===== config.mk =====
export PLATFORM = sky130hd
export DESIGN_NAME = artnet_dmx_channel_receiver
export DESIGN_NICKNAME = d
export VERILOG_FILES = /design/src/rtl/artdmx_pkg.sv /design/src/rtl/artdmx_channel_receiver_top.sv /design/src/rtl/artdmx_parser.sv /design/src/rtl/artdmx_queue.sv /design/src/rtl/artdmx_writer.sv
export SDC_FILE = /design/constraint.sdc
export NUM_CORES = 1
export LEC_CHECK = 0
export ABC_AREA = 1
export BUFFER_PORTS_ARGS = -buffer_cell sky130_fd_sc_hd__buf_2
export CAP_MARGIN = 30
export CELL_PAD_IN_SITES_DETAIL_PLACEMENT = 0
export CELL_PAD_IN_SITES_GLOBAL_PLACEMENT = 1
export CORE_MARGIN = 10
export CORE_UTILIZATION = 30
export DETAILED_ROUTE_END_ITERATION = 16
export PLACE_DENSITY = 0.56
export SLEW_MARGIN = 20
export SYNTH_ARGS = -nofsm -noshare
export SYNTH_HDL_FRONTEND = slang
export SYNTH_HIERARCHICAL = 1
export SYNTH_SLANG_ARGS = --single-unit

===== constraint.sdc =====
create_clock -name clk -period 4.75 [get_ports clk]
set_input_delay 0 -clock clk [delete_from_list [all_inputs] [get_ports clk]]
set_output_delay 0 -clock clk [all_outputs]
set_load 0.01 [all_outputs]

===== src/rtl/artdmx_pkg.sv =====
// Shared constants, types and the gamma table of the Art-Net DMX receiver.
package artdmx_pkg;

  localparam int CHANNELS_PER_UNIVERSE = 510;
  localparam int MAX_PACKET_BYTES      = 576;
  localparam int MAX_UNIVERSES         = 32;

  localparam int HEADER_BYTES      = 17;
  localparam int FIRST_CHANNEL_POS = HEADER_BYTES + 1;
  localparam int LAST_CHANNEL_END  = FIRST_CHANNEL_POS + CHANNELS_PER_UNIVERSE;

  // Byte positions of the header fields
  localparam int ID_BYTES       = 7;
  localparam int POS_OPCODE_LO  = 8;
  localparam int POS_OPCODE_HI  = 9;
  localparam int POS_UNIVERSE_LO = 14;
  localparam int POS_UNIVERSE_HI = 15;

  localparam logic [15:0] OPCODE_DMX = 16'h5000;

  localparam int DATA_W  = 8;
  localparam int POS_W   = 11;
  localparam int LEN_W   = 11;
  localparam int UNI_W   = 16;
  localparam int START_W = 15;
  localparam int COUNT_W = 6;
  localparam int ADDR_W  = 14;
  localparam int OFS_W   = (MAX_UNIVERSES > 1) ? $clog2(MAX_UNIVERSES) : 1;
  localparam int CHAN_W  = (CHANNELS_PER_UNIVERSE > 1) ? $clog2(CHANNELS_PER_UNIVERSE) : 1;

  localparam logic [POS_W-1:0] POS_MAX = {POS_W{1'b1}};

  localparam int QUEUE_DEPTH = 4;
  localparam int QPTR_W      = $clog2(QUEUE_DEPTH);

  localparam int CFG_ADDR_W = 3;
  localparam int CFG_DATA_W = 32;

  localparam logic [COUNT_W-1:0] COUNT_RESET = COUNT_W'(28);

  typedef enum logic {
    REG_BASE_UNIVERSE  = 1'b0,
    REG_UNIVERSE_COUNT = 1'b1
  } reg_idx_t;

  // One write job handed from the parser to the writer
  typedef struct packed {
    logic              write_enable;
    logic              frame_done;
    logic [OFS_W-1:0]  universe_ofs;
    logic [CHAN_W-1:0] channel;
    logic [DATA_W-1:0] data;
  } job_t;

  typedef struct packed {
    logic full;
    logic empty;
  } q_status_t;

  localparam logic [7:0] ART_ID [ID_BYTES] = '{
    8'h41, 8'h72, 8'h74, 8'h2D, 8'h4E, 8'h65, 8'h74
  };

  localparam logic [7:0] GAMMA_LUT [256] = '{
    8'd0,   8'd0,   8'd0,   8'd0,   8'd0,   8'd0,   8'd0,   8'd0,
    8'd0,   8'd0,   8'd0,   8'd0,   8'd0,   8'd0,   8'd0,   8'd0,
    8'd0,   8'd0,   8'd0,   8'd0,   8'd0,   8'd0,   8'd0,   8'd0,
    8'd0,   8'd0,   8'd0,   8'd0,   8'd0,   8'd0,   8'd0,   8'd1,
    8'd1,   8'd1,   8'd1,   8'd1,   8'd1,   8'd1,   8'd1,   8'd1,
    8'd1,   8'd1,   8'd1,   8'd1,   8'd1,   8'd2,   8'd2,   8'd2,
    8'd2,   8'd2,   8'd2,   8'd2,   8'd2,   8'd2,   8'd3,   8'd3,
    8'd3,   8'd3,   8'd3,   8'd3,   8'd3,   8'd4,   8'd4,   8'd4,
    8'd4,   8'd4,   8'd5,   8'd5,   8'd5,   8'd5,   8'd5,   8'd6,
    8'd6,   8'd6,   8'd6,   8'd6,   8'd7,   8'd7,   8'd7,   8'd8,
    8'd8,   8'd8,   8'd8,   8'd9,   8'd9,   8'd9,   8'd10,  8'd10,
    8'd10,  8'd10,  8'd11,  8'd11,  8'd12,  8'd12,  8'd12,  8'd13,
    8'd13,  8'd13,  8'd14,  8'd14,  8'd15,  8'd15,  8'd15,  8'd16,
    8'd16,  8'd17,  8'd17,  8'd18,  8'd18,  8'd19,  8'd19,  8'd19,
    8'd20,  8'd20,  8'd21,  8'd22,  8'd22,  8'd23,  8'd23,  8'd24,
    8'd24,  8'd25,  8'd25,  8'd26,  8'd27,  8'd27,  8'd28,  8'd28,
    8'd29,  8'd30,  8'd30,  8'd31,  8'd32,  8'd32,  8'd33,  8'd34,
    8'd34,  8'd35,  8'd36,  8'd37,  8'd37,  8'd38,  8'd39,  8'd40,
    8'd40,  8'd41,  8'd42,  8'd43,  8'd44,  8'd44,  8'd45,  8'd46,
    8'd47,  8'd48,  8'd49,  8'd50,  8'd51,  8'd51,  8'd52,  8'd53,
    8'd54,  8'd55,  8'd56,  8'd57,  8'd58,  8'd59,  8'd60,  8'd61,
    8'd62,  8'd63,  8'd64,  8'd65,  8'd66,  8'd67,  8'd69,  8'd70,
    8'd71,  8'd72,  8'd73,  8'd74,  8'd75,  8'd77,  8'd78,  8'd79,
    8'd80,  8'd81,  8'd83,  8'd84,  8'd85,  8'd86,  8'd88,  8'd89,
    8'd90,  8'd92,  8'd93,  8'd94,  8'd96,  8'd97,  8'd98,  8'd100,
    8'd101, 8'd103, 8'd104, 8'd106, 8'd107, 8'd109, 8'd110, 8'd112,
    8'd113, 8'd115, 8'd116, 8'd118, 8'd119, 8'd121, 8'd122, 8'd124,
    8'd126, 8'd127, 8'd129, 8'd131, 8'd132, 8'd134, 8'd136, 8'd137,
    8'd139, 8'd141, 8'd143, 8'd144, 8'd146, 8'd148, 8'd150, 8'd152,
    8'd153, 8'd155, 8'd157, 8'd159, 8'd161, 8'd163, 8'd165, 8'd167,
    8'd169, 8'd171, 8'd173, 8'd175, 8'd177, 8'd179, 8'd181, 8'd183,
    8'd185, 8'd187, 8'd189, 8'd191, 8'd193, 8'd196, 8'd198, 8'd200
  };

endpackage


===== src/rtl/artdmx_channel_receiver_top.sv =====
// Top level of the Art-Net DMX channel receiver: registers, parser, queue and writer.
//
//   channel  direction  handshake          payload
//   in_      sink       in_valid/in_stall  data_byte, packet_length, end_of_packet
//   out_     source     out_valid/out_stall write_enable, channel_address, channel_value,
//                                          frame_done
//   cfg      APB slave  psel/penable/pready base_universe (0x0), universe_count (0x4)
//
// One payload byte is taken per cycle while the queue is not full; a result passes from
// the parser into a four-entry queue and then into the writer's result register.
// The input stalls only while the queue is full; the queue absorbs output stalls.
// Reset is synchronous, active low, and clears parser state and queue pointers.
module artnet_dmx_channel_receiver
  import artdmx_pkg::*;
(
  input  logic                  clk,
  input  logic                  rst_n,
  input  logic                  in_valid,
  output logic                  in_stall,
  input  logic [DATA_W-1:0]     in_data_byte,
  input  logic [LEN_W-1:0]      in_packet_length,
  input  logic                  in_end_of_packet,
  output logic                  out_valid,
  input  logic                  out_stall,
  output logic                  out_write_enable,
  output logic [ADDR_W-1:0]     out_channel_address,
  output logic [DATA_W-1:0]     out_channel_value,
  output logic                  out_frame_done,
  input  logic                  psel,
  input  logic                  penable,
  input  logic                  pwrite,
  input  logic [CFG_ADDR_W-1:0] paddr,
  input  logic [CFG_DATA_W-1:0] pwdata,
  output logic [CFG_DATA_W-1:0] prdata,
  output logic                  pready
);

  logic [START_W-1:0] base_universe_r;
  logic [COUNT_W-1:0] universe_count_r;
  logic               cfg_write;
  reg_idx_t           cfg_idx;

  q_status_t q_status;
  logic      push;
  logic      pop;
  job_t      push_job;
  job_t      head_job;

  assign pready    = 1'b1;
  assign cfg_write = psel && penable && pwrite;
  assign cfg_idx   = reg_idx_t'(paddr[2]);

  always_ff @(posedge clk) begin
    if (!rst_n) begin
      base_universe_r  <= '0;
      universe_count_r <= COUNT_RESET;
    end else if (cfg_write) begin
      case (cfg_idx)
        REG_BASE_UNIVERSE:  base_universe_r  <= pwdata[START_W-1:0];
        REG_UNIVERSE_COUNT: universe_count_r <= pwdata[COUNT_W-1:0];
        default: ;
      endcase
    end
  end

  always_comb begin
    case (cfg_idx)
      REG_BASE_UNIVERSE:  prdata = CFG_DATA_W'(base_universe_r);
      REG_UNIVERSE_COUNT: prdata = CFG_DATA_W'(universe_count_r);
      default:            prdata = '0;
    endcase
  end

  artdmx_parser u_parser (
    .clk              (clk),
    .rst_n            (rst_n),
    .in_valid         (in_valid),
    .in_stall         (in_stall),
    .in_data_byte     (in_data_byte),
    .in_packet_length (in_packet_length),
    .in_end_of_packet (in_end_of_packet),
    .base_universe    (base_universe_r),
    .universe_count   (universe_count_r),
    .q_status         (q_status),
    .push             (push),
    .job              (push_job)
  );

  artdmx_queue u_queue (
    .clk      (clk),
    .rst_n    (rst_n),
    .push     (push),
    .push_job (push_job),
    .pop      (pop),
    .head_job (head_job),
    .q_status (q_status)
  );

  artdmx_writer u_writer (
    .clk                 (clk),
    .rst_n               (rst_n),
    .q_status            (q_status),
    .head_job            (head_job),
    .pop                 (pop),
    .out_valid           (out_valid),
    .out_stall           (out_stall),
    .out_write_enable    (out_write_enable),
    .out_channel_address (out_channel_address),
    .out_channel_value   (out_channel_value),
    .out_frame_done      (out_frame_done)
  );

  // Every result carries a write or a frame end
  a_result_nonempty: assert property (@(posedge clk) disable iff (!rst_n)
    out_valid |-> (out_write_enable || out_frame_done))
    else $error("empty result transfer");

  // A frame end without a write carries zero address and value
  a_idle_payload_zero: assert property (@(posedge clk) disable iff (!rst_n)
    (out_valid && !out_write_enable) |->
      (out_channel_address == '0 && out_channel_value == '0))
    else $error("non-write result carries payload");

  // Queue cannot be full and empty at once
  a_queue_status: assert property (@(posedge clk) disable iff (!rst_n)
    !(q_status.full && q_status.empty))
    else $error("queue full and empty together");

  // A full queue stays full until the writer takes a job
  a_full_holds: assert property (@(posedge clk) disable iff (!rst_n)
    (q_status.full && !pop) |=> q_status.full)
    else $error("queue left full state without a pop");

endmodule


===== src/rtl/artdmx_parser.sv =====
// Front end: tracks the packet header and classifies each payload byte into a write job.
module artdmx_parser
  import artdmx_pkg::*;
(
  input  logic               clk,
  input  logic               rst_n,
  input  logic               in_valid,
  output logic               in_stall,
  input  logic [DATA_W-1:0]  in_data_byte,
  input  logic [LEN_W-1:0]   in_packet_length,
  input  logic               in_end_of_packet,
  input  logic [START_W-1:0] base_universe,
  input  logic [COUNT_W-1:0] universe_count,
  input  q_status_t          q_status,
  output logic               push,
  output job_t               job
);

  logic [POS_W-1:0] byte_position_r, byte_position_nxt;
  logic             header_ok_r, header_ok_nxt;
  logic [7:0]       opcode_low_r, opcode_low_nxt;
  logic             is_dmx_r, is_dmx_nxt;
  logic [7:0]       universe_low_r, universe_low_nxt;
  logic [UNI_W-1:0] universe_number_r, universe_number_nxt;

  logic               take;
  logic [UNI_W-1:0]   uni_cur;
  logic [COUNT_W-1:0] count_eff;
  logic [UNI_W:0]     diff;
  logic               in_window;
  logic               is_last;
  logic               len_ok;
  logic               accepted;
  logic               we;
  logic               fd;
  logic [POS_W-1:0]   chan_full;

  assign in_stall = q_status.full;
  assign take     = in_valid && !q_status.full;

  always_comb begin
    byte_position_nxt   = byte_position_r;
    header_ok_nxt       = header_ok_r;
    opcode_low_nxt      = opcode_low_r;
    is_dmx_nxt          = is_dmx_r;
    universe_low_nxt    = universe_low_r;
    universe_number_nxt = universe_number_r;

    if (byte_position_r == '0) begin
      header_ok_nxt = (in_data_byte == ART_ID[0]);
      is_dmx_nxt    = 1'b0;
    end else if (byte_position_r < POS_W'(ID_BYTES)) begin
      if (in_data_byte != ART_ID[byte_position_r[2:0]]) begin
        header_ok_nxt = 1'b0;
      end
    end else if (byte_position_r == POS_W'(POS_OPCODE_LO)) begin
      opcode_low_nxt = in_data_byte;
    end else if (byte_position_r == POS_W'(POS_OPCODE_HI)) begin
      is_dmx_nxt = ({in_data_byte, opcode_low_r} == OPCODE_DMX);
    end else if (byte_position_r == POS_W'(POS_UNIVERSE_LO)) begin
      universe_low_nxt = in_data_byte;
    end else if (byte_position_r == POS_W'(POS_UNIVERSE_HI)) begin
      universe_number_nxt = {in_data_byte, universe_low_r};
    end

    if (in_end_of_packet) begin
      byte_position_nxt = '0;
    end else if (byte_position_r != POS_MAX) begin
      byte_position_nxt = byte_position_r + POS_W'(1);
    end
  end

  // The universe high byte is used in the same transfer that carries it
  assign uni_cur = (byte_position_r == POS_W'(POS_UNIVERSE_HI)) ?
                   {in_data_byte, universe_low_r} : universe_number_r;

  assign count_eff = (universe_count > COUNT_W'(MAX_UNIVERSES)) ?
                     COUNT_W'(MAX_UNIVERSES) : universe_count;

  assign diff      = {1'b0, uni_cur} - {2'b00, base_universe};
  assign in_window = (count_eff != '0) && !diff[UNI_W] &&
                     (diff[UNI_W-1:0] < UNI_W'(count_eff));
  assign is_last   = in_window && (diff[UNI_W-1:0] == UNI_W'(count_eff) - UNI_W'(1));

  assign len_ok   = (in_packet_length >= LEN_W'(FIRST_CHANNEL_POS)) &&
                    (in_packet_length <= LEN_W'(MAX_PACKET_BYTES));
  assign accepted = len_ok && header_ok_r && is_dmx_r &&
                    (byte_position_r >= POS_W'(POS_UNIVERSE_HI));

  assign we = accepted && in_window &&
              (byte_position_r >= POS_W'(FIRST_CHANNEL_POS)) &&
              (byte_position_r < POS_W'(LAST_CHANNEL_END)) &&
              (byte_position_r < in_packet_length);
  assign fd = in_end_of_packet && accepted && is_last;

  assign chan_full = byte_position_r - POS_W'(FIRST_CHANNEL_POS);

  assign push = take && (we || fd);

  always_comb begin
    job.write_enable = we;
    job.frame_done   = fd;
    job.universe_ofs = diff[OFS_W-1:0];
    job.channel      = chan_full[CHAN_W-1:0];
    job.data         = in_data_byte;
  end

  always_ff @(posedge clk) begin
    if (!rst_n) begin
      byte_position_r   <= '0;
      header_ok_r       <= 1'b1;
      opcode_low_r      <= '0;
      is_dmx_r          <= 1'b0;
      universe_low_r    <= '0;
      universe_number_r <= '0;
    end else if (take) begin
      byte_position_r   <= byte_position_nxt;
      header_ok_r       <= header_ok_nxt;
      opcode_low_r      <= opcode_low_nxt;
      is_dmx_r          <= is_dmx_nxt;
      universe_low_r    <= universe_low_nxt;
      universe_number_r <= universe_number_nxt;
    end
  end

endmodule


===== src/rtl/artdmx_queue.sv =====
// Short job queue between the parser and the writer.
module artdmx_queue
  import artdmx_pkg::*;
(
  input  logic      clk,
  input  logic      rst_n,
  input  logic      push,
  input  job_t      push_job,
  input  logic      pop,
  output job_t      head_job,
  output q_status_t q_status
);

  job_t              slot_r [QUEUE_DEPTH];
  logic [QPTR_W-1:0] wr_ptr_r, wr_ptr_nxt;
  logic [QPTR_W-1:0] rd_ptr_r, rd_ptr_nxt;
  logic [QPTR_W:0]   fill_r, fill_nxt;
  logic              do_push;
  logic              do_pop;

  assign q_status.full  = (fill_r == (QPTR_W+1)'(QUEUE_DEPTH));
  assign q_status.empty = (fill_r == '0);

  assign do_push = push && !q_status.full;
  assign do_pop  = pop && !q_status.empty;

  assign head_job = slot_r[rd_ptr_r];

  always_comb begin
    wr_ptr_nxt = do_push ? wr_ptr_r + QPTR_W'(1) : wr_ptr_r;
    rd_ptr_nxt = do_pop ? rd_ptr_r + QPTR_W'(1) : rd_ptr_r;
    fill_nxt   = fill_r;
    if (do_push && !do_pop) begin
      fill_nxt = fill_r + (QPTR_W+1)'(1);
    end else if (do_pop && !do_push) begin
      fill_nxt = fill_r - (QPTR_W+1)'(1);
    end
  end

  always_ff @(posedge clk) begin
    if (do_push) begin
      slot_r[wr_ptr_r] <= push_job;
    end
  end

  always_ff @(posedge clk) begin
    if (!rst_n) begin
      wr_ptr_r <= '0;
      rd_ptr_r <= '0;
      fill_r   <= '0;
    end else begin
      wr_ptr_r <= wr_ptr_nxt;
      rd_ptr_r <= rd_ptr_nxt;
      fill_r   <= fill_nxt;
    end
  end

endmodule


===== src/rtl/artdmx_writer.sv =====
// Back end: forms the frame-store address, applies gamma and holds the result register.
module artdmx_writer
  import artdmx_pkg::*;
(
  input  logic              clk,
  input  logic              rst_n,
  input  q_status_t         q_status,
  input  job_t              head_job,
  output logic              pop,
  output logic              out_valid,
  input  logic              out_stall,
  output logic              out_write_enable,
  output logic [ADDR_W-1:0] out_channel_address,
  output logic [DATA_W-1:0] out_channel_value,
  output logic              out_frame_done
);

  logic              out_valid_r, out_valid_nxt;
  logic              we_r;
  logic              fd_r;
  logic [ADDR_W-1:0] addr_r, addr_nxt;
  logic [DATA_W-1:0] value_r, value_nxt;

  // Refill the result register when it is empty or being taken
  assign pop = !q_status.empty && (!out_valid_r || !out_stall);

  always_comb begin
    out_valid_nxt = out_valid_r;
    if (pop) begin
      out_valid_nxt = 1'b1;
    end else if (!out_stall) begin
      out_valid_nxt = 1'b0;
    end
    addr_nxt  = '0;
    value_nxt = '0;
    if (head_job.write_enable) begin
      addr_nxt  = ADDR_W'(head_job.universe_ofs) * ADDR_W'(CHANNELS_PER_UNIVERSE)
                + ADDR_W'(head_job.channel);
      value_nxt = GAMMA_LUT[head_job.data];
    end
  end

  always_ff @(posedge clk) begin
    if (!rst_n) begin
      out_valid_r <= 1'b0;
    end else begin
      out_valid_r <= out_valid_nxt;
    end
  end

  always_ff @(posedge clk) begin
    if (pop) begin
      we_r    <= head_job.write_enable;
      fd_r    <= head_job.frame_done;
      addr_r  <= addr_nxt;
      value_r <= value_nxt;
    end
  end

  assign out_valid           = out_valid_r;
  assign out_write_enable    = we_r;
  assign out_channel_address = addr_r;
  assign out_channel_value   = value_r;
  assign out_frame_done      = fd_r;

endmodule

==> flow_metrics.env <==
export IMPL_status="finished, final reports clean"
export IMPL_route_detailed_drc=0
export IMPL_drv_cap=0
export IMPL_slew_viol_final=0
export IMPL_fin_util_pct=36.3
export IMPL_drt_pass1_iter_count=5
export IMPL_place_area_sq_um=14600
export IMPL_pre_cts_ws_ns=-0.100
export IMPL_drtAntennaViolNets=0
export IMPL_cp_max_fo=5
export IMPL_antenna_found_initial=0
export IMPL_rsz0062_at_grt="yes"
export IMPL_finalHoldViolCount=0
export IMPL_avgRoutedWirePerCell_um=15.5
export IMPL_fmax_ghz=0.219
export IMPL_worstMarginPinSlew_ns=0.745
export IMPL_clkTransAtPathRegs_ns=0.09
export IMPL_grt_pass1_wl_um=61000
export IMPL_via_per_inst=4.63
export IMPL_hp_start="pwrite"
export IMPL_yosysSeqAreaShare_pct=38.2
export IMPL_min_path_cells=6
export IMPL_cp_end_kind="flip-flop"
export IMPL_antenna_cells=0
export IMPL_fin_ws_ns=0.181
export IMPL_initial_core_util_pct=30.3
export IMPL_ff2ff_path_depth=22
export IMPL_crit_type="reg2reg"
export IMPL_setup_violations=0
export IMPL_cts_sinks=196
export IMPL_async_reset_ff_share_pct=0
export IMPL_die_area_sq_um=53600
export IMPL_place_congestion=0.832
export IMPL_vias=11600
export IMPL_nNetsFinal=2065
export IMPL_power_density_nw_per_um2=235
export IMPL_cellLeakagePower_uw=0.00714
export IMPL_ir_drop_v=0.000204
export IMPL_synth_cell_types=54
export IMPL_wl_um=38800
export IMPL_ios=121
export IMPL_fin_crit_sh_pct=96.2
export IMPL_grt_max_degree=45
export IMPL_clock_latency_ns=0.46
export IMPL_synth_seq_cells=196
export IMPL_die_y_um=231
export IMPL_required_ns=4.96
export IMPL_drive_above_1_share_pct=17.9
export IMPL_clock_skew_ns=0.0114
export IMPL_yosysWarnings=6
export IMPL_clock_path_buffers=2
export IMPL_maxSlewHeadroom_pct=50.3
export IMPL_grt_pass1_vias=11300
export IMPL_cts_root_buf="clkbuf_16"
export IMPL_grt_overflow=0
export IMPL_ctsHtreeMaxLevel=4
export IMPL_port_buffers=83
export IMPL_hp_class="in2reg"
export IMPL_fin_crit_ns=4.57
export IMPL_die_w_um=231
export IMPL_placementRows=77
export IMPL_synth_edf_count=120
export IMPL_finalHoldWorstSlack_ns=0.0544
export IMPL_netlist_area_sq_um=13400
export IMPL_areaGrowthSynthToFinish_pct=19.5
export IMPL_avgSynthCellArea_sq_um=7.65
export IMPL_cts_tree="built"
export IMPL_synth_main_ff_cell="edfxtp_1"
export IMPL_core_area_sq_um=44200
export IMPL_postSynthCellCount=1755
export IMPL_grt_usage_pct=14.3
export IMPL_hpwl_um=29000
export IMPL_fin_area_sq_um=16000
export IMPL_critPathLaunchType="flip-flop"
export IMPL_arrival_ns=4.78
export IMPL_numCtsBuffers=17
export IMPL_drtIter0Drc=602
[synth_stat cells (3+ instances only)]
library cell | instances | share of area, %
nand2_1 | 383 | 11
inv_1 | 247 | 6.9
nor2_1 | 202 | 5.7
o21ai_0 | 130 | 4.8
edfxtp_1 | 120 | 27
nand3_1 | 103 | 3.8
ha_1 | 90 | 8.4
a21oi_1 | 81 | 3.0
dfxtp_1 | 76 | 11
buf_4 | 39 | 2.2
buf_2 | 27 | 1.0
nor2_2 | 25 | 1.2
nor3_1 | 22 | 0.82
o22ai_2 | 20 | 1.9
nand4_1 | 15 | 0.70
fa_1 | 14 | 2.1
xor2_1 | 12 | 0.78
clkbuf_1 | 11 | 0.31
inv_2 | 11 | 0.31
nand2_2 | 11 | 0.51
o22ai_1 | 10 | 0.47
o21ai_1 | 9 | 0.34
a211oi_1 | 8 | 0.45
o211ai_1 | 8 | 0.45
a31oi_1 | 7 | 0.33
nor2_4 | 6 | 0.50
o21bai_1 | 5 | 0.28
or2_2 | 5 | 0.23
and2_1 | 4 | 0.19
buf_6 | 4 | 0.34
nand3_2 | 4 | 0.30
nand3b_1 | 4 | 0.22
nor4_1 | 4 | 0.19
o2111ai_1 | 4 | 0.26
o21a_1 | 3 | 0.17
or2_1 | 3 | 0.14
xnor2_1 | 3 | 0.20
[final timing paths]
check | end | slack [ns]
min reg2reg | u_parser/universe_low_r[6] | 0.45
max reg2reg | u_writer/out_channel_address[9] | 0.18
min | base_universe_r[4] | 0.05
max | u_writer/out_channel_address[9] | 0.18
[cells in the final DEF (no fill, tap or decap), types with 31 or more instances in the layout]
cell             n
ha_1            79
nand3_1         99
inv_1          240
nor2_2          31
nor2_1         194
buf_4           68
dfxtp_1         72
a21oi_1         77
nand2_1        374
edfxtp_1       120
o21ai_0        120
buf_2           84
dlygate4sd3_1   33
[registers in the layout, indices dropped and copies added (netlist names), named ones only]
register	flops
u_parser/byte_position_r	11
u_queue/wr_ptr_r	2
u_writer/out_channel_address	14
u_writer/out_frame_done	1
u_parser/universe_number_r	16
u_queue/slot_r	96
u_writer/out_write_enable	1
u_writer/out_channel_value	8
u_writer/out_valid	1
universe_count_r	6
u_parser/is_dmx_r	1
u_parser/opcode_low_r	8
u_parser/header_ok_r	1
u_parser/universe_low_r	8
base_universe_r	15
u_queue/rd_ptr_r	2
u_queue/fill_r	3
[worst max-delay path: stages (launching register included)]
cell,delay (ns)
dfxtp_4,0.38
buf_6,0.12
o21ai_2,0.05
o22ai_2,0.22
fa_2,0.51
fa_2,0.64
inv_2,0.05
fa_2,0.57
ha_4,0.22
nand2_2,0.07
nand2_2,0.05
inv_1,0.07
nand3_2,0.07
xor2_1,0.15
ha_1,0.33
nand2_1,0.09
inv_1,0.06
a21oi_2,0.14
nand2_2,0.07
buf_4,0.13
buf_4,0.12
o21ai_0,0.14
a21oi_1,0.07
[routing by layer]
metal	global-route usage, %	wire (um)	vias up
li1	-	-	5990
met1	17.7	17800	5397
met2	25.5	19400	196
met3	2.44	1310	23
met4	2.88	285	0
met5	0	0	-
[power breakdown]
part	switching [uW]	total (uW)	internal, uW
sequential	8.85	1810	1810
combinational	245	382	137
clock	834	1580	746
[cells by family (layout without fill, tap and decap cells)]
family / after synthesis / in the layout / share of synthesized area [%]
other: 2 / 18 / 0.0560
AND/OR/NAND/NOR: 794 / 794 / 25.5
adder cells (fa/ha/maj): 104 / 104 / 10.5
AO/OA/AOI/OAI: 301 / 301 / 13.6
XOR/XNOR: 15 / 15 / 0.979
buffers and inverters: 343 / 484 / 11.2
flip-flops: 196 / 196 / 38.2
[timing repair]
action | 4_1_cts | 5_1_grt
buffers inserted | 0 | 12
hold endpoints to repair | 74 | 0
pin swaps | 0 | 43
gates resized for setup | 3 | 84
gates cloned | 0 | 1
hold buffers | 33 | 0
setup endpoints to repair | 2 | 104
[final cells by class]
| cell class | instances | area, sq um |
|---|---|---|
| Inverter | 260 | 986 |
| Timing Repair Buffer | 192 | 1390 |
| Clock buffer | 17 | 425 |
| Tap cell | 592 | 741 |
| Multi-Input combinational cell | 1232 | 7150 |
| Sequential cell | 196 | 5130 |
| Clock inverter | 15 | 213 |
| Fill cell | 4720 | 28200 |
[per-stage QoR]
stage	setup TNS, ns	total power (uW)	cells
after floorplan	-5.06	2100	1771
after global placement	0	2210	2425
after detailed placement	-0.126	2210	2425
after CTS	0	3830	2490
after global routing	-0.168	3960	2504
final	0	3780	2504
Power figures use the tool's default switching activity.
